[src/sv/mecodo_pkg.sv]
// Shared types, constants and codes for the mecanum odometry integrator.
// No dependencies; every other file of the block refers to this package.
`default_nettype none

package mecodo_pkg;

  localparam int TRIG_TABLE_BITS_DEF = 10;
  localparam int POSE_FRAC_BITS_DEF  = 16;

  localparam int ENC_W  = 32;
  localparam int SUM_W  = 34;
  localparam int POSE_W = 32;
  localparam int HEAD_W = 16;
  localparam int CFG_W  = 32;
  localparam int CFG_IDX_W = 1;

  localparam int MUL_A_W = 34;
  localparam int MUL_B_W = 32;
  localparam int MUL_P_W = MUL_A_W + MUL_B_W;

  localparam int QUEUE_DEPTH = 2;

  localparam logic [CFG_IDX_W-1:0] REG_LIN_COEF = 1'd0;
  localparam logic [CFG_IDX_W-1:0] REG_ROT_COEF = 1'd1;

  localparam logic [CFG_W-1:0] LIN_COEF_RST = 32'd605977;
  localparam logic [CFG_W-1:0] ROT_COEF_RST = 32'd287127;

  localparam logic [31:0] SIN_C1 = 32'd1686629713;
  localparam logic [31:0] SIN_C3 = 32'd693598668;
  localparam logic [31:0] SIN_C5 = 32'd85569306;
  localparam logic [31:0] SIN_C7 = 32'd5026995;
  localparam logic [31:0] SIN_C9 = 32'd172272;
  localparam logic [16:0] TRIG_ONE = 17'd16384;

  typedef struct packed {
    logic [SUM_W-1:0] lsum;
    logic [SUM_W-1:0] tsum;
    logic [SUM_W-1:0] rsum;
  } step_t;

  typedef enum logic [4:0] {
    B_IDLE,
    B_HEAD,
    B_SCL_L,
    B_SCL_T,
    B_X2,
    B_P7,
    B_P5,
    B_P3,
    B_P1,
    B_V,
    B_R1,
    B_R2,
    B_R3,
    B_R4,
    B_OUT
  } back_state_t;

  typedef struct packed {
    logic pop;
    logic wr;
  } back_stat_t;

endpackage

`default_nettype wire

[src/sv/mecodo_queue.sv]
// Short queue of wheel combinations between the front end and the back end.
// Depends on mecodo_pkg.
`default_nettype none

module mecodo_queue (
  input  wire logic         clk,
  input  wire logic         rst_n,
  input  wire logic         push,
  input  mecodo_pkg::step_t wr_data,
  input  wire logic         pop,
  output mecodo_pkg::step_t rd_data,
  output logic              full,
  output logic              empty
);

  localparam int PW = $clog2(mecodo_pkg::QUEUE_DEPTH);
  localparam int CW = $clog2(mecodo_pkg::QUEUE_DEPTH + 1);

  mecodo_pkg::step_t mem [mecodo_pkg::QUEUE_DEPTH];
  logic [PW-1:0] wr_ptr_r;
  logic [PW-1:0] rd_ptr_r;
  logic [CW-1:0] count_r;

  assign full    = (count_r == CW'(mecodo_pkg::QUEUE_DEPTH));
  assign empty   = (count_r == '0);
  assign rd_data = mem[rd_ptr_r];

  always_ff @(posedge clk) begin
    if (push && !full) begin
      mem[wr_ptr_r] <= wr_data;
    end
  end

  always_ff @(posedge clk) begin
    if (!rst_n) begin
      wr_ptr_r <= '0;
      rd_ptr_r <= '0;
      count_r  <= '0;
    end else begin
      if (push && !full) begin
        wr_ptr_r <= (wr_ptr_r == PW'(mecodo_pkg::QUEUE_DEPTH - 1)) ? '0 : wr_ptr_r + 1'b1;
      end
      if (pop && !empty) begin
        rd_ptr_r <= (rd_ptr_r == PW'(mecodo_pkg::QUEUE_DEPTH - 1)) ? '0 : rd_ptr_r + 1'b1;
      end
      count_r <= count_r + CW'(push && !full) - CW'(pop && !empty);
    end
  end

endmodule

`default_nettype wire

[config.mk]
export PLATFORM = sky130hd
export DESIGN_NAME = mecodo_queue
export DESIGN_NICKNAME = d
export VERILOG_FILES = /design/src/sv/mecodo_pkg.sv /design/src/sv/mecodo_queue.sv
export SDC_FILE = /design/constraint.sdc
export NUM_CORES = 1
export LEC_CHECK = 0
export BUFFER_PORTS_ARGS = -buffer_cell sky130_fd_sc_hd__buf_2
export CORE_MARGIN = 5
export CORE_UTILIZATION = 52
export DETAILED_ROUTE_END_ITERATION = 10
export GPL_TIMING_DRIVEN = 0
export PLACE_DENSITY_LB_ADDON = 0.2
export SETUP_SLACK_MARGIN = 0.5
export SLEW_MARGIN = 20
export SYNTH_ARGS = -nofsm -noshare
export SYNTH_HDL_FRONTEND = slang
export SYNTH_SLANG_ARGS = --single-unit
[constraint.sdc]
create_clock -name clk -period 8.75 [get_ports clk]
set_clock_uncertainty 0.1 [all_clocks]
set_input_delay 1.75 -clock clk [delete_from_list [all_inputs] [get_ports clk]]
set_output_delay 1.75 -clock clk [all_outputs]
set_load 0.01 [all_outputs]
==> metrics <==
outcome=finished, final reports clean; crit start category=flip-flop; CP Max Fanout=10; Starting DRT DRC Count=162; boundary pin count=210; placed inst area=0.00933 mm2; DRC=0; router iterations before antenna repair=4; Area Growth Syn to Fin=25.3%; Top delay family on crit path=buffers and inverters; pre-CTS setup slack=5.41 ns; RSZ-0062 raised after global routing=false; Post-CTS Hold Buffers=0; core area=0.0151 mm2; final setup violation count=0; post-DR wirelength/cell=17.8 um; crit share post-route=41.4%; worst path cell trace=buf_4 > buf_6 > mux2_4 > buf_2; vias in the first global route=4207; Nets=687; Row Count=45; Die ar.=0.0178 mm2; TritonCTS clock tree=done; final core occ=65.7%; Pwr Density=284 mW/mm2; Post-Syn Nets=450; Crit path buffers/inverters=3; Starting Density=52.5%; Pins Over Slew Limit=0; Max Clk Rate=276 MHz; endpoint class of the critical path=primary output; Finished Layout Cells=779; Max rail drop VDD=0.224 mV; initial antenna violation count=3; Routed WL=13.8 mm; Die Span X=133 um; met1 Use GR=18.2%; DR vias=3913; Clk Tree Root Cell=clkbuf_16; max-cap violation count=0; Seq/Total Area, Yosys=78.6%; routing usage on met2=26.0%; maximum clock path buffer count=3; routability-driven placement congestion ratio=0.739; share of layout cells above drive strength 1=59.6%; commonest non-fill, non-tap cell in the layout=buf_2; Mapped Cells=342; Final Worst Setup Slack=5.13 ns; htree depth=1; # fillers=1086; Worst Path Required=6.90 ns; total power=2820 uW; final hold vios=0; met3 Use GR=5.14%; clock-pin slew on the worst setup and hold paths=0.06 ns; first-pass GRT wire length=21.3 mm; Overflow after GRT=0; Worst-Margin Slew=0.702 ns; post-route ant nets=0; vias per cell=5.02; CTS buffer count=21; placed cell count=744; Max transition margin=53.2%; Hold WC Path Type=reg2reg; commonest non-fill, non-tap cells in the layout=buf_2 (211), edfxtp_1 (204), mux2_4 (80); WS Path Type=reg2out; postcts setup bufs=0; Pleak=0.00389 uW; Avg Cell Area, Syn=23.2 um2; reg-to-reg setup timing slack=6.72 ns; sink count of the clock tree=209; Yosys reg bits=209; CTS resizes=0; slowest stage delay, CP=0.35 ns; Yosys cell types=18; pin count of the biggest net entering global routing=55; worst skew pair latency=0.48 ns; CP arrival=1.77 ns; Die Ht=133 um; dpl hpwl=9.63 mm; Slowest-stage cell, CP=dfxtp_1; diode count=0; busiest grt layer=met2; post-layout min period=3.62 ns; port bufs=209; GRT Total Usage=15.2%; yosys warns=0; Syn Std Cell Area=0.00792 mm2; final instance area=0.00992 mm2
-- power breakdown --
| group | total, uW | switching (uW) | internal, uW |
|---|---|---|---|
| Clock | 775 | 333 | 442 |
| Sequential | 1290 | 33.2 | 1260 |
| Combinational | 756 | 364 | 392 |
| Total | 2820 | 729 | 2090 |
-- flip-flops by register name (all words and copies together) (netlist names), named ones only --
name / flops
wr_ptr_r: 1
count_r: 2
mem: 204
rd_ptr_r: 1
-- tightest hold or removal path, stage by stage (launching register included) --
cell,delay (ns)
dfxtp_1,0.35
nand2_1,0.07
mux2i_1,0.06
-- kinds of logic after synthesis --
logic type / synth area share (%)
buf+inv: 1.45
mux: 18.4
simple gates: 0.743
xor+xnor: 0.332
fa+ha+maj: 0.316
compound gates: 0.0949
flops: 78.6
-- final timing paths --
path                                 start  cells after the start     endpoint
worst max-delay path             flip-flop                      4  rd_data[42]
worst min-delay path              wr_ptr_r                      2     wr_ptr_r
worst max register to register  count_r[0]                      5   mem[0][58]
worst min register to register    wr_ptr_r                      2     wr_ptr_r
-- synth_stat cells --
cell type / number / area (um2)
buf_6: 8 / 90.1
buf_2: 2 / 10.0
xnor2_1: 3 / 26.3
inv_1: 2 / 7.51
o21a_1: 1 / 7.51
mux2_4: 80 / 1200
mux2i_1: 1 / 10.0
nand2b_1: 2 / 12.5
nor2b_1: 2 / 12.5
edfxtp_1: 204 / 6130
buf_4: 1 / 7.51
ha_1: 2 / 25.0
mux2_2: 22 / 248
nand2_1: 2 / 7.51
nor2_1: 2 / 7.51
and2_1: 2 / 12.5
and3_1: 1 / 6.26
dfxtp_1: 5 / 100
-- layout make-up --
| cell class | instances | area, um2 | share of cell area [%] |
|---|---|---|---|
| clock inverters | 5 | 25.0 | 0.252 |
| inverters | 2 | 7.51 | 0.0757 |
| flip-flops and latches | 209 | 6230 | 62.8 |
| clock buffers | 30 | 559 | 5.64 |
| well taps | 188 | 235 | 2.37 |
| plain buffers | 11 | 108 | 1.08 |
| multi-input cells | 120 | 1590 | 16.0 |
| repair buffers | 214 | 1170 | 11.8 |
-- routing by layer --
layer  up-vias  wire length (um)
met5         -                34
met4         6               355
met3        37              1170
met2       142              6880
met1      1896              5410
li1       1832                 -
-- per-stage QoR --
stage / TNS, ns / hold slack (ns)
final: 0 / 0.430
after floorplan: 0 / 0.355
after global placement: -31.77 / 0.365
after CTS: 0 / 0.441
after detailed placement: 0 / 0.435
after global routing: 0 / 0.465
Power figures use the tool's default switching activity.
