<file path="config.mk">
export PLATFORM = sky130hd
export DESIGN_NAME = mecodo_front
export DESIGN_NICKNAME = d
export VERILOG_FILES = /design/src/sv/mecodo_pkg.sv /design/src/sv/mecodo_front.sv
export SDC_FILE = /design/constraint.sdc
export NUM_CORES = 1
export LEC_CHECK = 0
export ABC_AREA = 1
export BUFFER_PORTS_ARGS = -buffer_cell sky130_fd_sc_hd__buf_2
export CAP_MARGIN = 20
export CORE_AREA = 5 5 235 237
export DETAILED_ROUTE_END_ITERATION = 8
export DIE_AREA = 0 0 240 242
export PLACE_DENSITY = 0.62
export SYNTH_ARGS = -nofsm -noshare
export SYNTH_HDL_FRONTEND = slang
export SYNTH_SLANG_ARGS = --single-unit
</file>
<file path="constraint.sdc">
create_clock -name clk -period 12.6 [get_ports clk]
set_clock_uncertainty 0.1 [all_clocks]
set_input_delay 0.63 -clock clk [delete_from_list [all_inputs] [get_ports clk]]
set_output_delay 0.63 -clock clk [all_outputs]
set_load 0.02 [all_outputs]
</file>
<file path="src/sv/mecodo_pkg.sv">
// Shared types, constants and codes for the mecanum odometry integrator.
// No dependencies; every other file of the block refers to this package.
`default_nettype none

package mecodo_pkg;

  localparam int TRIG_TABLE_BITS_DEF = 10;
  localparam int POSE_FRAC_BITS_DEF  = 16;

  localparam int ENC_W  = 32;
  localparam int SUM_W  = 34;
  localparam int POSE_W = 32;
  localparam int HEAD_W = 16;
  localparam int CFG_W  = 32;
  localparam int CFG_IDX_W = 1;

  localparam int MUL_A_W = 34;
  localparam int MUL_B_W = 32;
  localparam int MUL_P_W = MUL_A_W + MUL_B_W;

  localparam int QUEUE_DEPTH = 2;

  localparam logic [CFG_IDX_W-1:0] REG_LIN_COEF = 1'd0;
  localparam logic [CFG_IDX_W-1:0] REG_ROT_COEF = 1'd1;

  localparam logic [CFG_W-1:0] LIN_COEF_RST = 32'd605977;
  localparam logic [CFG_W-1:0] ROT_COEF_RST = 32'd287127;

  localparam logic [31:0] SIN_C1 = 32'd1686629713;
  localparam logic [31:0] SIN_C3 = 32'd693598668;
  localparam logic [31:0] SIN_C5 = 32'd85569306;
  localparam logic [31:0] SIN_C7 = 32'd5026995;
  localparam logic [31:0] SIN_C9 = 32'd172272;
  localparam logic [16:0] TRIG_ONE = 17'd16384;

  typedef struct packed {
    logic [SUM_W-1:0] lsum;
    logic [SUM_W-1:0] tsum;
    logic [SUM_W-1:0] rsum;
  } step_t;

  typedef enum logic [4:0] {
    B_IDLE,
    B_HEAD,
    B_SCL_L,
    B_SCL_T,
    B_X2,
    B_P7,
    B_P5,
    B_P3,
    B_P1,
    B_V,
    B_R1,
    B_R2,
    B_R3,
    B_R4,
    B_OUT
  } back_state_t;

  typedef struct packed {
    logic pop;
    logic wr;
  } back_stat_t;

endpackage

`default_nettype wire

</file>
<file path="src/sv/mecodo_front.sv">
// Front end: takes encoder samples, keeps the previous counts and forms the
// wheel combinations. Depends on mecodo_pkg.
`default_nettype none

module mecodo_front (
  input  wire logic                        clk,
  input  wire logic                        rst_n,
  input  wire logic                        in_push,
  input  wire logic                        q_full,
  input  wire logic [mecodo_pkg::ENC_W-1:0] in_enc_a,
  input  wire logic [mecodo_pkg::ENC_W-1:0] in_enc_b,
  input  wire logic [mecodo_pkg::ENC_W-1:0] in_enc_c,
  input  wire logic [mecodo_pkg::ENC_W-1:0] in_enc_d,
  output logic                             q_push,
  output mecodo_pkg::step_t                q_data
);

  logic [mecodo_pkg::ENC_W-1:0] prev_r [4];
  logic [mecodo_pkg::ENC_W-1:0] d [4];
  logic [mecodo_pkg::SUM_W-1:0] e [4];

  assign q_push = in_push && !q_full;

  always_comb begin
    d[0] = in_enc_a - prev_r[0];
    d[1] = in_enc_b - prev_r[1];
    d[2] = in_enc_c - prev_r[2];
    d[3] = in_enc_d - prev_r[3];
    for (int i = 0; i < 4; i++) begin
      e[i] = {{2{d[i][mecodo_pkg::ENC_W-1]}}, d[i]};
    end
    q_data.lsum = e[0] + e[1] + e[2] + e[3];
    q_data.tsum = e[0] - e[1] - e[2] + e[3];
    q_data.rsum = e[0] - e[1] + e[2] - e[3];
  end

  always_ff @(posedge clk) begin
    if (!rst_n) begin
      for (int i = 0; i < 4; i++) begin
        prev_r[i] <= '0;
      end
    end else if (q_push) begin
      prev_r[0] <= in_enc_a;
      prev_r[1] <= in_enc_b;
      prev_r[2] <= in_enc_c;
      prev_r[3] <= in_enc_d;
    end
  end

endmodule

`default_nettype wire

</file>
==> results.sh, run 1 <==
export IMPL_outcome="finished clean"
export IMPL_worst_slew_pin_transition_ns=0.9712
export IMPL_cpPeakStageDelay_ns=0.54
export IMPL_syn_area_mm2=0.02191
export IMPL_postCtsSetupRepairBufs=0
export IMPL_num_rows=85
export IMPL_clockBufferDepth=2
export IMPL_place_gp_congestion=0.9925
export IMPL_syn_area_per_cell_um2=7.140
export IMPL_die_area_mm2=0.05808
export IMPL_fin_ws_ns=4.176
export IMPL_cts_tree="built"
export IMPL_dr_pass1_iters=6
export IMPL_synthAdderAreaFrac_pct=26.82
export IMPL_final_min_clock_period_ns=8.424
export IMPL_root_buffer="clkbuf_16"
export IMPL_ant_nets=0
export IMPL_rsz0062_at_grt="false"
export IMPL_hold_class="primary input to flop"
export IMPL_placed_area_mm2=0.02394
export IMPL_worstHoldEndpoint="prev_r[2][0]"
export IMPL_synth_compound_area_share_pct=13.10
export IMPL_end_kind="output pin"
export IMPL_antenna_cells=0
export IMPL_grt_pass1_wl_um=109300
export IMPL_yosys_warnings=0
export IMPL_ys_seq_area_share_pct=17.55
export IMPL_dp_hpwl_um=60850
export IMPL_cts_made_buffers=17
export IMPL_hold_depth=3
export IMPL_timing_setup_tns_ns=0
export IMPL_drive_above_1_share_pct=10.57
export IMPL_startpoint="prev_r[1][0]"
export IMPL_setup_viol=0
export IMPL_synth_ff_type="edfxtp_1"
export IMPL_relSlewSlack_pct=34.79
export IMPL_yosys_cell_types_count=45
export IMPL_gr_total_overflow=0
export IMPL_cap_violations=0
export IMPL_synthTopCellsByArea="edfxtp_1 (18%), ha_1 (14%), fa_1 (12%)"
export IMPL_grt_pass1_vias=19647
export IMPL_synth_top_area_share_pct=17.55
export IMPL_yosys_area_share_simple_pct=21.95
export IMPL_hold_path_startpoint="in_enc_c[0]"
export IMPL_grt_util_all_layers_pct=23.93
export IMPL_io_pins=235
export IMPL_fin_area_mm2=0.02451
export IMPL_cts_resized=0
export IMPL_start_util_pct=41.28
export IMPL_synth_top_family_by_area="adder cells"
export IMPL_largest_register="prev_r"
export IMPL_fmax_mhz=118.7
export IMPL_syn_nets=3588
export IMPL_dpl_worst_slack_ns=4.258
export IMPL_critPathRequiredTime_ns=11.87
export IMPL_port_buffers=234
export IMPL_finalHoldViolCount=0
export IMPL_synth_cells=3068
export IMPL_worst_path_max_fanout=5
export IMPL_wl_per_cell_um=17.36
export IMPL_grt_max_degree=66
export IMPL_antenna_found_initial=0
export IMPL_layout_worst_path_cycle_share_pct=66.86
export IMPL_path_class="flop to output pin"
export IMPL_largest_reg_flops=128
export IMPL_cts_sinks=128
export IMPL_fin_hold_ws_ns=0.3639
export IMPL_async_flop_share_pct=0
export IMPL_slew_viol_final=0
export IMPL_cts_hold_buf=0
export IMPL_startpoint_type="flop"
export IMPL_drc=0
export IMPL_yosysMostFrequentCell="inv_1"
export IMPL_critPathSlowestCell="fa_1"
export IMPL_fp_coreArea_mm2=0.05307
export IMPL_synth_xor_area_share_pct=8.756
export IMPL_dr_first_iter_drc_count=1439
export IMPL_cp_common_cell="nand2_1"
export IMPL_filler_cell_count=5584
export IMPL_vias_per_cell=5.064
export IMPL_synth_mux_area_fraction_pct=0
export IMPL_cts_htree_levels=4
export IMPL_fp_dieH_um=242
export IMPL_synth_common_cells="inv_1 (664), nand2_1 (626), nor2_1 (274), a21oi_1 (255), ha_1 (252)"
export IMPL_synth_edf_count=128
export IMPL_vias=20343
export IMPL_top_regs="prev_r (128)"
export IMPL_syn_to_final_growth_pct=11.90
export IMPL_ys_seq_elements=128
export IMPL_layout_nets=3830
export IMPL_fp_dieW_um=240
export IMPL_yosysTopAreaCell="edfxtp_1"
export IMPL_cp_arrival_ns=7.69
export IMPL_clk_pin_slew_worst_paths_ns=0.06
export IMPL_routed_wl_um=69720
==> logic make-up (layout without fill, tap and decap cells) <==
| kind of cell | after synthesis | count (layout) |
|---|---|---|
| flip-flops | 128 | 128 |
| AO/OA/AOI/OAI | 506 | 506 |
| XOR/XNOR | 219 | 219 |
| buffers and inverters | 690 | 943 |
| AND/OR/NAND/NOR | 1137 | 1137 |
| adder cells (fa/ha/maj) | 388 | 388 |
==> placed cells by master (no fill, tap or decap), drive strengths merged, types with 13 or more instances in the layout <==
cell type | Yosys | final
edfxtp | 128 | 128
a21o | 13 | 13
a21boi | 20 | 20
nor3 | 32 | 32
buf | 0 | 237
ha | 252 | 252
xor2 | 142 | 142
nand4 | 29 | 29
xnor2 | 77 | 77
nand2 | 653 | 653
nand3 | 109 | 109
clkbuf | 14 | 19
inv | 676 | 676
a21oi | 260 | 260
o21ai | 117 | 117
fa | 136 | 136
a31oi | 39 | 39
nor2 | 292 | 292
o21bai | 14 | 14
==> area by class of cell <==
type / instances / area, um2 / area share, %
multi-input cells: 2250 / 15490 / 63.20
well taps: 696 / 870.8 / 3.553
repair buffers: 237 / 1194 / 4.870
inverters: 676 / 2537 / 10.35
clock inverters: 11 / 142.6 / 0.5819
clock buffers: 19 / 432.9 / 1.766
flip-flops and latches: 128 / 3844 / 15.68
==> stage by stage <==
step	util [%]	instances
floorplan	-	3068
global placement	45.10	3987
detailed placement	45.10	3987
CTS	46.19	4017
global route	46.19	4017
finish	46.19	4017
==> critical path, delay by kind of cell, from the launching register on <==
kind	cells	cell delay, ns
buffers and inverters	4	0.47
AO/OA/AOI/OAI	3	1.00
AND/OR/NAND/NOR	19	2.99
flip-flops	1	0.34
XOR/XNOR	2	0.51
adder cells (fa/ha/maj)	5	1.89
==> worst max-delay path by stage <==
| stage | endpoint | slack (ns) | depth (start not counted) |
|---|---|---|---|
| after floorplan | prev_r[0][0] | 2.10 | 2 |
| after global placement | q_data[33] | 4.23 | 33 |
| after detailed placement | q_data[33] | 4.26 | 33 |
| after CTS | q_data[33] | 4.15 | 31 |
| after global routing | q_data[33] | 3.63 | 31 |
| final | q_data[67] | 4.18 | 33 |
==> layer usage <==
layer	part of all wire, %	up-vias	track usage (%)
met5	0	-	0
met4	3.2	0	7.977
met3	4.8	79	2.732
met2	45	548	38.26
met1	47	9449	33.77
li1	-	10267	-
Power of run 1 is not shown: default switching activity piles up to over one toggle a cycle in this logic, so the estimate is an artifact.
==> run 2, diff against run 1 <==
--- a/config.mk
+++ b/config.mk
@@ -11,7 +11,7 @@
 export CORE_AREA = 5 5 235 237
 export DETAILED_ROUTE_END_ITERATION = 8
 export DIE_AREA = 0 0 240 242
-export PLACE_DENSITY = 0.62
+export PLACE_DENSITY = 0.64
 export SYNTH_ARGS = -nofsm -noshare
 export SYNTH_HDL_FRONTEND = slang
 export SYNTH_SLANG_ARGS = --single-unit
==> constraint.sdc (replaced) <==
create_clock -name clk -period 6.9 [get_ports clk]
set_clock_uncertainty 0.1 [all_clocks]
set_input_delay 0.345 -clock clk [delete_from_list [all_inputs] [get_ports clk]]
set_output_delay 0.345 -clock clk [all_outputs]
set_load 0.02 [all_outputs]
==> run 2 against run 1 <==
  * Via count is 3.2% higher
  * Routed wire length is 3.4% higher
  * Die area is the same
  * Critical path type unchanged
  * First-iteration DRC count is 4.2% higher
  * Critical endpoint is now q_data[31]
  * Design area grew 10%
==> results.sh, run 2 (same netlist as run 1, synthesis figures left out) <==
export IMPL_clockBufferDepth=2
export IMPL_final_min_clock_period_ns=6.636
export IMPL_dr_wl_met3_um=3632
export IMPL_cp_arrival_ns=6.19
export IMPL_io_pins=235
export IMPL_fp_dieH_um=242
export IMPL_slew_viol_final=0
export IMPL_cts_htree_levels=4
export IMPL_die_area_mm2=0.05808
export IMPL_layout_commonest_cell="inv_1"
export IMPL_antenna_found_initial=0
export IMPL_vias_per_cell=5.094
export IMPL_finalHoldViolCount=0
export IMPL_dr_first_iter_drc_count=1500
export IMPL_syn_to_final_growth_pct=23.11
export IMPL_cts_sinks=128
export IMPL_place_gp_congestion=0.9634
export IMPL_drc=0
export IMPL_crit_buf_inv=5
export IMPL_final_cell_mix="inv_1 (660), nand2_1 (603), nor2_1 (260)"
export IMPL_grt_util_all_layers_pct=24.32
export IMPL_gr_total_overflow=0
export IMPL_relSlewSlack_pct=41.32
export IMPL_layout_nets=3930
export IMPL_fp_dieW_um=240
export IMPL_outcome="finished clean"
export IMPL_cts_made_buffers=17
export IMPL_timing_setup_tns_ns=0
export IMPL_routed_wl_um=72100
export IMPL_cp_common_cell="nand2_1"
export IMPL_cpPeakStageDelay_ns=0.52
export IMPL_cts_tree="built"
export IMPL_layout_worst_path_cycle_share_pct=96.17
export IMPL_cts_hold_buf=0
export IMPL_ant_nets=0
export IMPL_num_rows=85
export IMPL_dr_pass1_iters=6
export IMPL_hold_class="primary input to flop"
export IMPL_highest_layer="met4"
export IMPL_worst_slew_pin_transition_ns=0.8802
export IMPL_wl_met2_um=33100
export IMPL_end_kind="output pin"
export IMPL_worst_path_max_fanout=5
export IMPL_start_util_pct=41.28
export IMPL_wl_per_cell_um=17.50
export IMPL_clk_pin_slew_worst_paths_ns=0.06
export IMPL_wl_met1_um=33030
export IMPL_port_buffers=234
export IMPL_cap_violations=0
export IMPL_setup_viol=0
export IMPL_crit_family="compound AO/OA/AOI/OAI gates"
export IMPL_path_class="flop to output pin"
export IMPL_fp_coreArea_mm2=0.05307
export IMPL_startpoint_type="flop"
export IMPL_antenna_cells=0
export IMPL_critPathSlowestCell="fa_1"
export IMPL_critPathRequiredTime_ns=6.45
export IMPL_grt_pass1_vias=20568
export IMPL_dp_hpwl_um=61860
export IMPL_drive_above_1_share_pct=20.16
export IMPL_top_regs="prev_r (128)"
export IMPL_largest_reg_flops=128
export IMPL_largest_register="prev_r"
export IMPL_fmax_mhz=150.7
export IMPL_root_buffer="clkbuf_16"
export IMPL_grt_pass1_wl_um=111400
export IMPL_grt_max_degree=75
export IMPL_vias=20984
## run 2: cell count changes in the layout (fill, tap and decap cells not counted), sizes merged
cell | before | now
buf | 237 | 337
bufinv | 3 | 5
clkbuf | 19 | 18
clkinvlp | 2 | 3
clkinv | 6 | 4
inv | 676 | 678
## run 2: worst min-delay path: cells and delay by family
family	cells	cell delay (ns)
buffers and inverters	2	0.12
and+or+nand+nor	1	0.08
## run 2: timing repair
| action | in CTS | in global routing |
|---|---|---|
| resized for setup | 72 | 241 |
| pin swaps | 7 | 54 |
| setup endpoints to repair | 31 | 42 |
| setup buffers | 4 | 20 |
| gates cloned | 0 | 0 |
## run 2: stage by stage
stage          cell area (um2)  util (%)  worst slack [ns]  std cells  hold WS, ns
5_1_grt                  26970     50.82          -0.08634       4119      0.06022
3_3_place_gp             24510     46.18           -0.4403       4063       0.5599
2_1_floorplan            21910         -            0.1454       3068       0.4530
3_5_place_dp             24510     46.18           -0.4712       4063       0.5670
6_report                 26970     50.82            0.2644       4119      0.06657
4_1_cts                  25580     48.20          -0.05180       4099      0.03606
## run 2: layout make-up
| class | instances | area [um2] |
|---|---|---|
| clock inverter | 14 | 211.5 |
| tap | 696 | 870.8 |
| multi-input combinational | 2250 | 17110 |
| timing repair buffer | 337 | 1963 |
| sequential | 128 | 3844 |
| inverter | 676 | 2537 |
| fill | 5246 | 26100 |
| clock buffer | 18 | 429.2 |
## run 2: layer usage
metal / up-vias / GRT usage, %
li1: 10436 / -
met1: 9925 / 33.94
met2: 531 / 38.82
met3: 92 / 3.222
met4: 0 / 8.478
met5: - / 0
## run 2: final timing paths
path                     startpoint      endpoint  slack [ns]  cells past startpoint
worst min-delay path    in_enc_c[3]  prev_r[2][3]        0.07                      3
worst max-delay path  prev_r[0][10]    q_data[31]        0.26                     30
Power of run 2 is left out for the same reason.
