File: config.mk
export PLATFORM = sky130hd
export DESIGN_NAME = mecodo_back
export DESIGN_NICKNAME = d
export VERILOG_FILES = /design/src/sv/mecodo_pkg.sv /design/src/sv/mecodo_back.sv
export SDC_FILE = /design/constraint.sdc
export NUM_CORES = 2
export LEC_CHECK = 0
export CAP_MARGIN = 30
export CORE_ASPECT_RATIO = 1.75
export CORE_MARGIN = 2
export CORE_UTILIZATION = 60
export CTS_CLUSTER_SIZE = 25
export DETAILED_ROUTE_END_ITERATION = 10
export DONT_BUFFER_PORTS = 1
export HOLD_SLACK_MARGIN = 0.15
export PLACE_DENSITY = 0.78
export SLEW_MARGIN = 5
export SYNTH_ARGS = -nofsm -noshare
export SYNTH_HDL_FRONTEND = slang
export SYNTH_SLANG_ARGS = --single-unit
File: constraint.sdc
create_clock -name clk -period 32.7 [get_ports clk]
set_clock_uncertainty 0.1 [all_clocks]
set_input_delay 4.905 -clock clk [delete_from_list [all_inputs] [get_ports clk]]
set_output_delay 4.905 -clock clk [all_outputs]
set_load 0.01 [all_outputs]
File: src/sv/mecodo_pkg.sv
// Shared types, constants and codes for the mecanum odometry integrator.
// No dependencies; every other file of the block refers to this package.
`default_nettype none

package mecodo_pkg;

  localparam int TRIG_TABLE_BITS_DEF = 10;
  localparam int POSE_FRAC_BITS_DEF  = 16;

  localparam int ENC_W  = 32;
  localparam int SUM_W  = 34;
  localparam int POSE_W = 32;
  localparam int HEAD_W = 16;
  localparam int CFG_W  = 32;
  localparam int CFG_IDX_W = 1;

  localparam int MUL_A_W = 34;
  localparam int MUL_B_W = 32;
  localparam int MUL_P_W = MUL_A_W + MUL_B_W;

  localparam int QUEUE_DEPTH = 2;

  localparam logic [CFG_IDX_W-1:0] REG_LIN_COEF = 1'd0;
  localparam logic [CFG_IDX_W-1:0] REG_ROT_COEF = 1'd1;

  localparam logic [CFG_W-1:0] LIN_COEF_RST = 32'd605977;
  localparam logic [CFG_W-1:0] ROT_COEF_RST = 32'd287127;

  localparam logic [31:0] SIN_C1 = 32'd1686629713;
  localparam logic [31:0] SIN_C3 = 32'd693598668;
  localparam logic [31:0] SIN_C5 = 32'd85569306;
  localparam logic [31:0] SIN_C7 = 32'd5026995;
  localparam logic [31:0] SIN_C9 = 32'd172272;
  localparam logic [16:0] TRIG_ONE = 17'd16384;

  typedef struct packed {
    logic [SUM_W-1:0] lsum;
    logic [SUM_W-1:0] tsum;
    logic [SUM_W-1:0] rsum;
  } step_t;

  typedef enum logic [4:0] {
    B_IDLE,
    B_HEAD,
    B_SCL_L,
    B_SCL_T,
    B_X2,
    B_P7,
    B_P5,
    B_P3,
    B_P1,
    B_V,
    B_R1,
    B_R2,
    B_R3,
    B_R4,
    B_OUT
  } back_state_t;

  typedef struct packed {
    logic pop;
    logic wr;
  } back_stat_t;

endpackage

`default_nettype wire

File: src/sv/mecodo_back.sv
// Back end: heading update, step scaling, sine evaluation and rotation on one
// shared multiplier, plus the configuration registers. Depends on mecodo_pkg.
`default_nettype none

module mecodo_back #(
  parameter int TRIG_TABLE_BITS = mecodo_pkg::TRIG_TABLE_BITS_DEF,
  parameter int POSE_FRAC_BITS  = mecodo_pkg::POSE_FRAC_BITS_DEF
) (
  input  wire logic                             clk,
  input  wire logic                             rst_n,
  input  wire logic                             cfg_we,
  input  wire logic [mecodo_pkg::CFG_IDX_W-1:0] cfg_index,
  input  wire logic [mecodo_pkg::CFG_W-1:0]     cfg_data,
  input  wire logic                             q_empty,
  input  mecodo_pkg::step_t                     q_data,
  input  wire logic                             out_pop,
  output logic                                  out_empty,
  output logic [mecodo_pkg::POSE_W-1:0]         out_pose_x,
  output logic [mecodo_pkg::POSE_W-1:0]         out_pose_y,
  output logic [mecodo_pkg::HEAD_W-1:0]         out_pose_heading,
  output mecodo_pkg::back_stat_t                stat
);

  localparam int TB  = TRIG_TABLE_BITS;
  localparam int IW  = TB + 2;
  localparam int SH  = 32 - POSE_FRAC_BITS;
  localparam int PW  = mecodo_pkg::MUL_P_W;
  localparam int AW  = mecodo_pkg::MUL_A_W;
  localparam int BW  = mecodo_pkg::MUL_B_W;
  localparam int SW  = mecodo_pkg::SUM_W;
  localparam int RW  = 48;

  mecodo_pkg::back_state_t state_r, state_nxt;

  logic [mecodo_pkg::CFG_W-1:0] lin_coef_r, rot_coef_r;
  logic [SW-1:0]  lsum_r, tsum_r, rsum_r;
  logic [31:0]    head_r, acc_x_r, acc_y_r;
  logic [31:0]    sl_r, st_r;
  logic [30:0]    x2_r;
  logic [31:0]    p_r;
  logic [15:0]    sin_r, cos_r;
  logic           cos_ph_r;
  logic signed [RW-1:0] acc1_r, acc2_r;
  logic           out_valid_r;
  logic [31:0]    out_x_r, out_y_r;
  logic [15:0]    out_h_r;

  logic [AW-1:0]  mul_a;
  logic [BW-1:0]  mul_b;
  logic [PW-1:0]  prod, prod30, m_sc;
  logic [IW-1:0]  idx;
  logic [TB+1:0]  kk;
  logic [30:0]    x;
  logic           trig_neg;
  logic [SW-1:0]  sc_src, sc_mag;
  logic           sc_neg;
  logic [31:0]    sc_sat, sc_res;
  logic [31:0]    v30;
  logic [16:0]    r_raw, r_cap;
  logic [15:0]    trig_val;
  logic [31:0]    rot_l, rot_r_mag_src;
  logic [15:0]    rot_t;
  logic [31:0]    rot_lmag;
  logic [15:0]    rot_tmag;
  logic           rot_neg;
  logic signed [RW-1:0] term;
  logic signed [RW:0]   w1, w2;
  logic signed [RW:0]   dx_full, dy_full;
  logic           out_free;

  assign out_free = !out_valid_r || out_pop;

  always_comb begin
    idx = head_r[31 -: IW];
    if (cos_ph_r) begin
      idx = idx + IW'(1 << TB);
    end
    trig_neg = idx[TB+1];
    if (idx[TB]) begin
      kk = (TB+2)'(1 << TB) - (TB+2)'(idx[TB-1:0]);
    end else begin
      kk = (TB+2)'(idx[TB-1:0]);
    end
    x = 31'(kk) << (30 - TB);
  end

  always_comb begin
    sc_src   = (state_r == mecodo_pkg::B_SCL_T) ? tsum_r : lsum_r;
    sc_neg   = sc_src[SW-1];
    sc_mag   = sc_neg ? (SW'(0) - sc_src) : sc_src;
    rot_l    = (state_r == mecodo_pkg::B_R2 || state_r == mecodo_pkg::B_R4) ? st_r : sl_r;
    rot_t    = (state_r == mecodo_pkg::B_R1 || state_r == mecodo_pkg::B_R4) ? cos_r : sin_r;
    rot_r_mag_src = rot_l;
    rot_lmag = rot_r_mag_src[31] ? (32'd0 - rot_r_mag_src) : rot_r_mag_src;
    rot_tmag = rot_t[15] ? (16'd0 - rot_t) : rot_t;
    rot_neg  = rot_l[31] ^ rot_t[15];
    mul_a = '0;
    mul_b = '0;
    case (state_r)
      mecodo_pkg::B_HEAD: begin
        mul_a = AW'(rsum_r[31:0]);
        mul_b = rot_coef_r;
      end
      mecodo_pkg::B_SCL_L, mecodo_pkg::B_SCL_T: begin
        mul_a = sc_mag;
        mul_b = lin_coef_r;
      end
      mecodo_pkg::B_X2: begin
        mul_a = AW'(x);
        mul_b = BW'(x);
      end
      mecodo_pkg::B_P7: begin
        mul_a = AW'(x2_r);
        mul_b = mecodo_pkg::SIN_C9;
      end
      mecodo_pkg::B_P5, mecodo_pkg::B_P3, mecodo_pkg::B_P1: begin
        mul_a = AW'(x2_r);
        mul_b = p_r;
      end
      mecodo_pkg::B_V: begin
        mul_a = AW'(x);
        mul_b = p_r;
      end
      mecodo_pkg::B_R1, mecodo_pkg::B_R2, mecodo_pkg::B_R3, mecodo_pkg::B_R4: begin
        mul_a = AW'(rot_lmag);
        mul_b = BW'(rot_tmag);
      end
      default: begin
        mul_a = '0;
        mul_b = '0;
      end
    endcase
    prod   = PW'(mul_a) * PW'(mul_b);
    prod30 = prod >> 30;
    m_sc   = prod >> SH;
    if (!sc_neg && m_sc > PW'(32'h7FFF_FFFF)) begin
      sc_sat = 32'h7FFF_FFFF;
    end else if (sc_neg && m_sc > PW'(32'h8000_0000)) begin
      sc_sat = 32'h8000_0000;
    end else begin
      sc_sat = m_sc[31:0];
    end
    sc_res = sc_neg ? (32'd0 - sc_sat) : sc_sat;
    v30    = prod30[31:0];
    r_raw  = 17'((33'(v30) + 33'd32768) >> 16);
    r_cap  = (r_raw > mecodo_pkg::TRIG_ONE) ? mecodo_pkg::TRIG_ONE : r_raw;
    trig_val = trig_neg ? (16'd0 - r_cap[15:0]) : r_cap[15:0];
    term   = rot_neg ? (RW'(0) - prod[RW-1:0]) : prod[RW-1:0];
    w1     = {acc1_r[RW-1], acc1_r} + (RW+1)'(8192);
    w2     = {acc2_r[RW-1], acc2_r} + (RW+1)'(8192);
    dx_full = w1 >>> 14;
    dy_full = w2 >>> 14;
  end

  always_comb begin
    state_nxt = state_r;
    stat.pop  = 1'b0;
    stat.wr   = 1'b0;
    case (state_r)
      mecodo_pkg::B_IDLE: begin
        if (!q_empty) begin
          stat.pop  = 1'b1;
          state_nxt = mecodo_pkg::B_HEAD;
        end
      end
      mecodo_pkg::B_HEAD:  state_nxt = mecodo_pkg::B_SCL_L;
      mecodo_pkg::B_SCL_L: state_nxt = mecodo_pkg::B_SCL_T;
      mecodo_pkg::B_SCL_T: state_nxt = mecodo_pkg::B_X2;
      mecodo_pkg::B_X2:    state_nxt = mecodo_pkg::B_P7;
      mecodo_pkg::B_P7:    state_nxt = mecodo_pkg::B_P5;
      mecodo_pkg::B_P5:    state_nxt = mecodo_pkg::B_P3;
      mecodo_pkg::B_P3:    state_nxt = mecodo_pkg::B_P1;
      mecodo_pkg::B_P1:    state_nxt = mecodo_pkg::B_V;
      mecodo_pkg::B_V: begin
        state_nxt = cos_ph_r ? mecodo_pkg::B_R1 : mecodo_pkg::B_X2;
      end
      mecodo_pkg::B_R1:    state_nxt = mecodo_pkg::B_R2;
      mecodo_pkg::B_R2:    state_nxt = mecodo_pkg::B_R3;
      mecodo_pkg::B_R3:    state_nxt = mecodo_pkg::B_R4;
      mecodo_pkg::B_R4:    state_nxt = mecodo_pkg::B_OUT;
      mecodo_pkg::B_OUT: begin
        if (out_free) begin
          stat.wr   = 1'b1;
          state_nxt = mecodo_pkg::B_IDLE;
        end
      end
      default: state_nxt = mecodo_pkg::B_IDLE;
    endcase
  end

  always_ff @(posedge clk) begin
    if (!rst_n) begin
      state_r <= mecodo_pkg::B_IDLE;
    end else begin
      state_r <= state_nxt;
    end
  end

  always_ff @(posedge clk) begin
    if (!rst_n) begin
      lin_coef_r <= mecodo_pkg::LIN_COEF_RST;
      rot_coef_r <= mecodo_pkg::ROT_COEF_RST;
    end else if (cfg_we) begin
      case (cfg_index)
        mecodo_pkg::REG_LIN_COEF: lin_coef_r <= cfg_data;
        mecodo_pkg::REG_ROT_COEF: rot_coef_r <= cfg_data;
        default: ;
      endcase
    end
  end

  always_ff @(posedge clk) begin
    if (!rst_n) begin
      head_r      <= '0;
      acc_x_r     <= '0;
      acc_y_r     <= '0;
      out_valid_r <= 1'b0;
      cos_ph_r    <= 1'b0;
    end else begin
      if (state_r == mecodo_pkg::B_OUT && out_free) begin
        out_valid_r <= 1'b1;
      end else if (out_pop && out_valid_r) begin
        out_valid_r <= 1'b0;
      end
      case (state_r)
        mecodo_pkg::B_IDLE: begin
          cos_ph_r <= 1'b0;
          lsum_r   <= q_data.lsum;
          tsum_r   <= q_data.tsum;
          rsum_r   <= q_data.rsum;
        end
        mecodo_pkg::B_HEAD:  head_r <= head_r + prod[31:0];
        mecodo_pkg::B_SCL_L: sl_r   <= sc_res;
        mecodo_pkg::B_SCL_T: st_r   <= sc_res;
        mecodo_pkg::B_X2:    x2_r   <= prod30[30:0];
        mecodo_pkg::B_P7:    p_r    <= mecodo_pkg::SIN_C7 - prod30[31:0];
        mecodo_pkg::B_P5:    p_r    <= mecodo_pkg::SIN_C5 - prod30[31:0];
        mecodo_pkg::B_P3:    p_r    <= mecodo_pkg::SIN_C3 - prod30[31:0];
        mecodo_pkg::B_P1:    p_r    <= mecodo_pkg::SIN_C1 - prod30[31:0];
        mecodo_pkg::B_V: begin
          if (cos_ph_r) begin
            cos_r <= trig_val;
          end else begin
            sin_r <= trig_val;
          end
          cos_ph_r <= 1'b1;
        end
        mecodo_pkg::B_R1: acc1_r <= term;
        mecodo_pkg::B_R2: acc1_r <= acc1_r - term;
        mecodo_pkg::B_R3: acc2_r <= term;
        mecodo_pkg::B_R4: acc2_r <= acc2_r + term;
        mecodo_pkg::B_OUT: begin
          if (out_free) begin
            acc_x_r     <= acc_x_r + dx_full[31:0];
            acc_y_r     <= acc_y_r + dy_full[31:0];
            out_x_r     <= acc_x_r + dx_full[31:0];
            out_y_r     <= acc_y_r + dy_full[31:0];
            out_h_r     <= head_r[31:16];
          end
        end
        default: ;
      endcase
    end
  end

  assign out_empty        = !out_valid_r;
  assign out_pose_x       = out_x_r;
  assign out_pose_y       = out_y_r;
  assign out_pose_heading = out_h_r;

endmodule

`default_nettype wire

==> flow_summary.html <==
<table>
<tr><th>Metric</th><th>Value</th></tr>
<tr><th colspan="2">Worst setup path</th></tr>
<tr><td>Critical Path Sink Type</td><td>flip-flop</td></tr>
<tr><td>Cell type with the highest occurrence count on the critical path</td><td>fa_1</td></tr>
<tr><td>Arrival time worst endpoint</td><td>just under 20 ns</td></tr>
<tr><td>Crit Path Category</td><td>reg -&gt; reg</td></tr>
<tr><td>Type of origin of the critical path</td><td>flip-flop</td></tr>
<tr><td>Required time of the critical path</td><td>approximately 33 ns</td></tr>
<tr><td>Worst path max stage delay</td><td>0.76 ns</td></tr>
<tr><td>Largest driver fanout on the critical path</td><td>between 40 and 50</td></tr>
<tr><td>Cell type of the slowest stage on the worst timing path</td><td>dfxtp_2</td></tr>
<tr><td>Worst Reg-to-Reg Cells</td><td>between 50 and 60</td></tr>
<tr><th colspan="2">Global routing</th></tr>
<tr><td>Global routing met1 resource utilization</td><td>between 40 and 50%</td></tr>
<tr><td>Via count of the first global-routing pass</td><td>roughly 68000</td></tr>
<tr><td>Gr busiest metal</td><td>met2</td></tr>
<tr><td>First-pass GRT wire length</td><td>412500 um</td></tr>
<tr><td>Pin count of the biggest net entering global routing</td><td>65</td></tr>
<tr><td>Antenna violations before repair</td><td>8</td></tr>
<tr><td>Met2 usage in global routing</td><td>between 70% and 80%</td></tr>
<tr><td>Total global routing track utilization</td><td>43.34%</td></tr>
<tr><td>Met3 Usage GRT</td><td>under 10%</td></tr>
<tr><td>Total grt overflow</td><td>0</td></tr>
<tr><th colspan="2">Clocking</th></tr>
<tr><td>Skew-Pair Late Insertion Delay</td><td>0.73 ns</td></tr>
<tr><td>TritonCTS Sinks</td><td>a little under 600</td></tr>
<tr><td>CTS H-tree lvls</td><td>2</td></tr>
<tr><td>CTS Hold Buffers Added</td><td>0</td></tr>
<tr><td>Clk slew on worst S/H paths</td><td>~0.070 ns</td></tr>
<tr><td>Number of buffers on the longest clock path</td><td>3</td></tr>
<tr><td>Gates resized, CTS repair</td><td>0</td></tr>
<tr><td>Number of buffers created by CTS</td><td>60</td></tr>
<tr><td>Clock root cell</td><td>clkbuf_16</td></tr>
<tr><td>TritonCTS clock tree</td><td>yes</td></tr>
<tr><td>Setup fix buffers added after clock tree synthesis</td><td>0</td></tr>
<tr><th colspan="2">STA</th></tr>
<tr><td>Actual transition at the worst max-transition pin</td><td>1.197 ns</td></tr>
<tr><td>Setup repair after global routing missed its margin</td><td>false</td></tr>
<tr><td>Number of setup violations in the final report</td><td>0</td></tr>
<tr><td>Max Transition Viols Final</td><td>0</td></tr>
<tr><td>Share of the clock period used by the worst path after layout</td><td>just under 60%</td></tr>
<tr><td>Final Hold Vio Count</td><td>0</td></tr>
<tr><td>Final setup TNS</td><td>0 ns</td></tr>
<tr><td>Headroom to the max-slew limit</td><td>20.20%</td></tr>
<tr><td>Clock period minus worst slack</td><td>between 15 and 20 ns</td></tr>
<tr><td>Fmax</td><td>roughly 52 MHz</td></tr>
<tr><th colspan="2">Die</th></tr>
<tr><td>Die Y-Extent</td><td>between 400 and 500 um</td></tr>
<tr><td>Core region area</td><td>between 100000 and 150000 sq um</td></tr>
<tr><td>Initial cell density of the core</td><td>60.31%</td></tr>
<tr><td>Standard-cell row count</td><td>about 170</td></tr>
<tr><td>Area of the die</td><td>128900 sq um</td></tr>
<tr><td>Die width</td><td>about 270 um</td></tr>
<tr><td>I/O pin total</td><td>~220</td></tr>
<tr><th colspan="2">Logic synthesis</th></tr>
<tr><td>Count of state elements after synthesis</td><td>about 600</td></tr>
<tr><td>Yosys synthesis warning count</td><td>0</td></tr>
<tr><td>Most repeated cell in the gate-level netlist after synthesis</td><td>inv_1</td></tr>
<tr><td>Sequential fraction of the synthesis area</td><td>a little over a fifth</td></tr>
<tr><td>Async SR Flop Fraction</td><td>0%</td></tr>
<tr><td>Synthesized area per cell</td><td>between 8 and 9 sq um</td></tr>
<tr><td>Library cell with the largest summed area after synthesis</td><td>fa_1</td></tr>
<tr><td>Proportion of netlist area held by the largest area contributor</td><td>between 20% and 30%</td></tr>
<tr><td>Number of unique standard cell types used by synthesis</td><td>roughly 120</td></tr>
<tr><td>Post-synthesis instance area</td><td>roughly 76000 sq um</td></tr>
<tr><td>Top cells by area, synth</td><td>fa_1 25%, edfxtp_1 17%, ha_1 7.8%</td></tr>
<tr><td>Commonest cells in the netlist</td><td>1184 x inv_1, 1101 x nand2_1, 962 x fa_1</td></tr>
<tr><td>Post-Synthesis Net Count</td><td>just over 10000</td></tr>
<tr><td>Number of enable-type register cells in the synthesized netlist</td><td>approximately 430</td></tr>
<tr><td>Post-synthesis cell count</td><td>8661</td></tr>
<tr><td>Most common flop cell mapped by yosys</td><td>edfxtp_1</td></tr>
<tr><th colspan="2">Status</th></tr>
<tr><td>Result of the run</td><td>complete, no violations</td></tr>
<tr><th colspan="2">Place</th></tr>
<tr><td>DPL Wire Length</td><td>~220000 um</td></tr>
<tr><td>Routability congestion estimate</td><td>~1</td></tr>
<tr><td>IO buf count</td><td>0</td></tr>
<tr><th colspan="2">Hold path</th></tr>
<tr><td>Worst Hold Depth</td><td>2</td></tr>
<tr><td>Worst Hold Class</td><td>reg -&gt; reg</td></tr>
<tr><th colspan="2">Detailed routing</th></tr>
<tr><td>Total iterations of the first detailed-routing run</td><td>8</td></tr>
<tr><td>DRT antenna net count</td><td>0</td></tr>
<tr><td>Vias/cell</td><td>approximately 6.4</td></tr>
<tr><td>Average wire per standard cell</td><td>~27 um</td></tr>
<tr><td>Vias after detailed routing</td><td>65190</td></tr>
<tr><td>Wire length reported by the detailed router</td><td>277100 um</td></tr>
<tr><td>DRC marker count from the first detailed-route iteration</td><td>between 6000 and 7000</td></tr>
<tr><td>Number of design rule violations left after detail routing</td><td>0</td></tr>
<tr><th colspan="2">Finish</th></tr>
<tr><td>Layout cell share with drive strength beyond 1</td><td>around 5.5%</td></tr>
<tr><td>Number of filler cells placed in the layout</td><td>roughly 11000</td></tr>
<tr><td>Final cell utilization of the core</td><td>between 60% and 70%</td></tr>
<tr><td>Final net count</td><td>a little over 10000</td></tr>
<tr><td>Post-synthesis to final-layout area growth</td><td>5.905%</td></tr>
<tr><th colspan="2">Power and ir drop</th></tr>
<tr><td>Leak Pwr</td><td>35.81 nW</td></tr>
<tr><td>Sequential Power Share</td><td>between 10% and 20%</td></tr>
<tr><td>Fraction of power consumed by the clock network</td><td>between 10% and 20%</td></tr>
<tr><td>Sw Pwr</td><td>approximately 0.0026 W</td></tr>
<tr><td>Internal power consumption</td><td>0.002482 W</td></tr>
<tr><td>Maximum vdd ir drop</td><td>roughly 0.000071 V</td></tr>
<tr><td>Total chip power</td><td>around 0.005 W</td></tr>
<tr><td>Logic pwr share</td><td>between 60 and 70%</td></tr>
<tr><td>Net switching fraction of the power</td><td>between 50% and 60%</td></tr>
<tr><td>PwrDens</td><td>around 63 nW/um^2</td></tr>
<tr><th colspan="2">Flow run</th></tr>
<tr><td>MaxCap Viol Count</td><td>0</td></tr>
</table>
==> per-stage QoR <==
| step | hold WS [ns] | setup slack, ns | std cells | instance area [sq um] |
|---|---|---|---|---|
| floorplan | 0.3318 | 18.01 | 8661 | 75540 |
| global placement | 0.3384 | 14.08 | 10080 | 77700 |
| detailed placement | 0.3459 | 14.00 | 10090 | 77930 |
| CTS | 0.3547 | 13.94 | 10210 | 79950 |
| global route | 0.3739 | 12.97 | 10210 | 79980 |
| finish | 0.3557 | 13.43 | 10220 | 80000 |
==> power by group through the flow <==
stage	clock network [W]	logic, W	registers, W
2_1_floorplan	0	0.00228	0.000955
3_3_place_gp	0	0.00320	0.000975
3_5_place_dp	0	0.00325	0.000976
4_1_cts	0.000729	0.00329	0.000960
5_1_grt	0.000753	0.00363	0.000962
6_report	0.000725	0.00337	0.000963
==> layer usage <==
metal | wire length (um) | part of all wire, % | up-vias
met2 | 131600 | 47 | 3766
met1 | 88180 | 32 | 31940
li1 | - | - | 28210
met4 | 31070 | 11 | 2
met5 | 15 | 0.0054 | -
met3 | 26270 | 9.5 | 1277
==> logic make-up after synthesis <==
kind of cell,count (synthesis),share of synthesized area (%)
AOI/OAI and AO/OA,1505,12.92
xor gates and xnor gates,467,5.483
adders and majority gates,1442,33.42
buffers and inverters,1624,8.125
DFF,597,21.53
muxes,106,1.421
and+or+nand+nor,2920,17.10
==> cells in the final DEF, fill, tap and decap left out, types with 66 or more instances in the layout <==
| cell | n |
|---|---|
| nand2b_1 | 102 |
| edfxtp_1 | 431 |
| xnor2_1 | 324 |
| a21o_1 | 102 |
| a21oi_1 | 533 |
| fa_1 | 962 |
| and3_1 | 103 |
| xor2_1 | 135 |
| dfxtp_1 | 164 |
| ha_1 | 472 |
| o21ai_0 | 256 |
| buf_4 | 194 |
| mux2i_1 | 94 |
| nor2_1 | 944 |
| nor3_1 | 162 |
| and2_1 | 66 |
| inv_1 | 1182 |
| nand3_1 | 172 |
| nand2_1 | 1097 |
==> cell type report <==
cell class / instances / area (sq um) / share of cell area, %
multi-input combinational: 6440 / 53430 / 66.79
clock buffer: 76 / 1644 / 2.055
antenna: 7 / 17.52 / 0.02190
tap: 1653 / 2068 / 2.585
sequential: 597 / 16270 / 20.34
clock inverter: 38 / 379.1 / 0.4739
timing repair buffer: 207 / 1693 / 2.116
inverter: 1198 / 4501 / 5.626
==> path summary, 6_finish.rpt <==
check	from	end	slack [ns]
worst max register to register	state_r[0]	st_r[24]	13.43
worst max-delay path	state_r[0]	st_r[24]	13.43
worst min-delay path	lin_coef_r[18]	lin_coef_r[18]	0.36
worst min register to register	lin_coef_r[18]	lin_coef_r[18]	0.36
==> state kept, by name, summed over array words and instances (netlist names), 34 cells and up <==
name and cells:
acc1_r 46, acc2_r 46, lsum_r 34, tsum_r 34
==> critical path, delay by kind of cell, from the launching register on <==
| kind | cells | cell delay, ns |
|---|---|---|
| DFF | 1 | 0.76 |
| AOI/OAI and AO/OA | 13 | 3.57 |
| muxes | 1 | 0.38 |
| adders and majority gates | 10 | 5.10 |
| xor gates and xnor gates | 2 | 1.34 |
| and+or+nand+nor | 16 | 4.97 |
| buffers and inverters | 12 | 2.71 |
(Power assumes the default switching activity.)
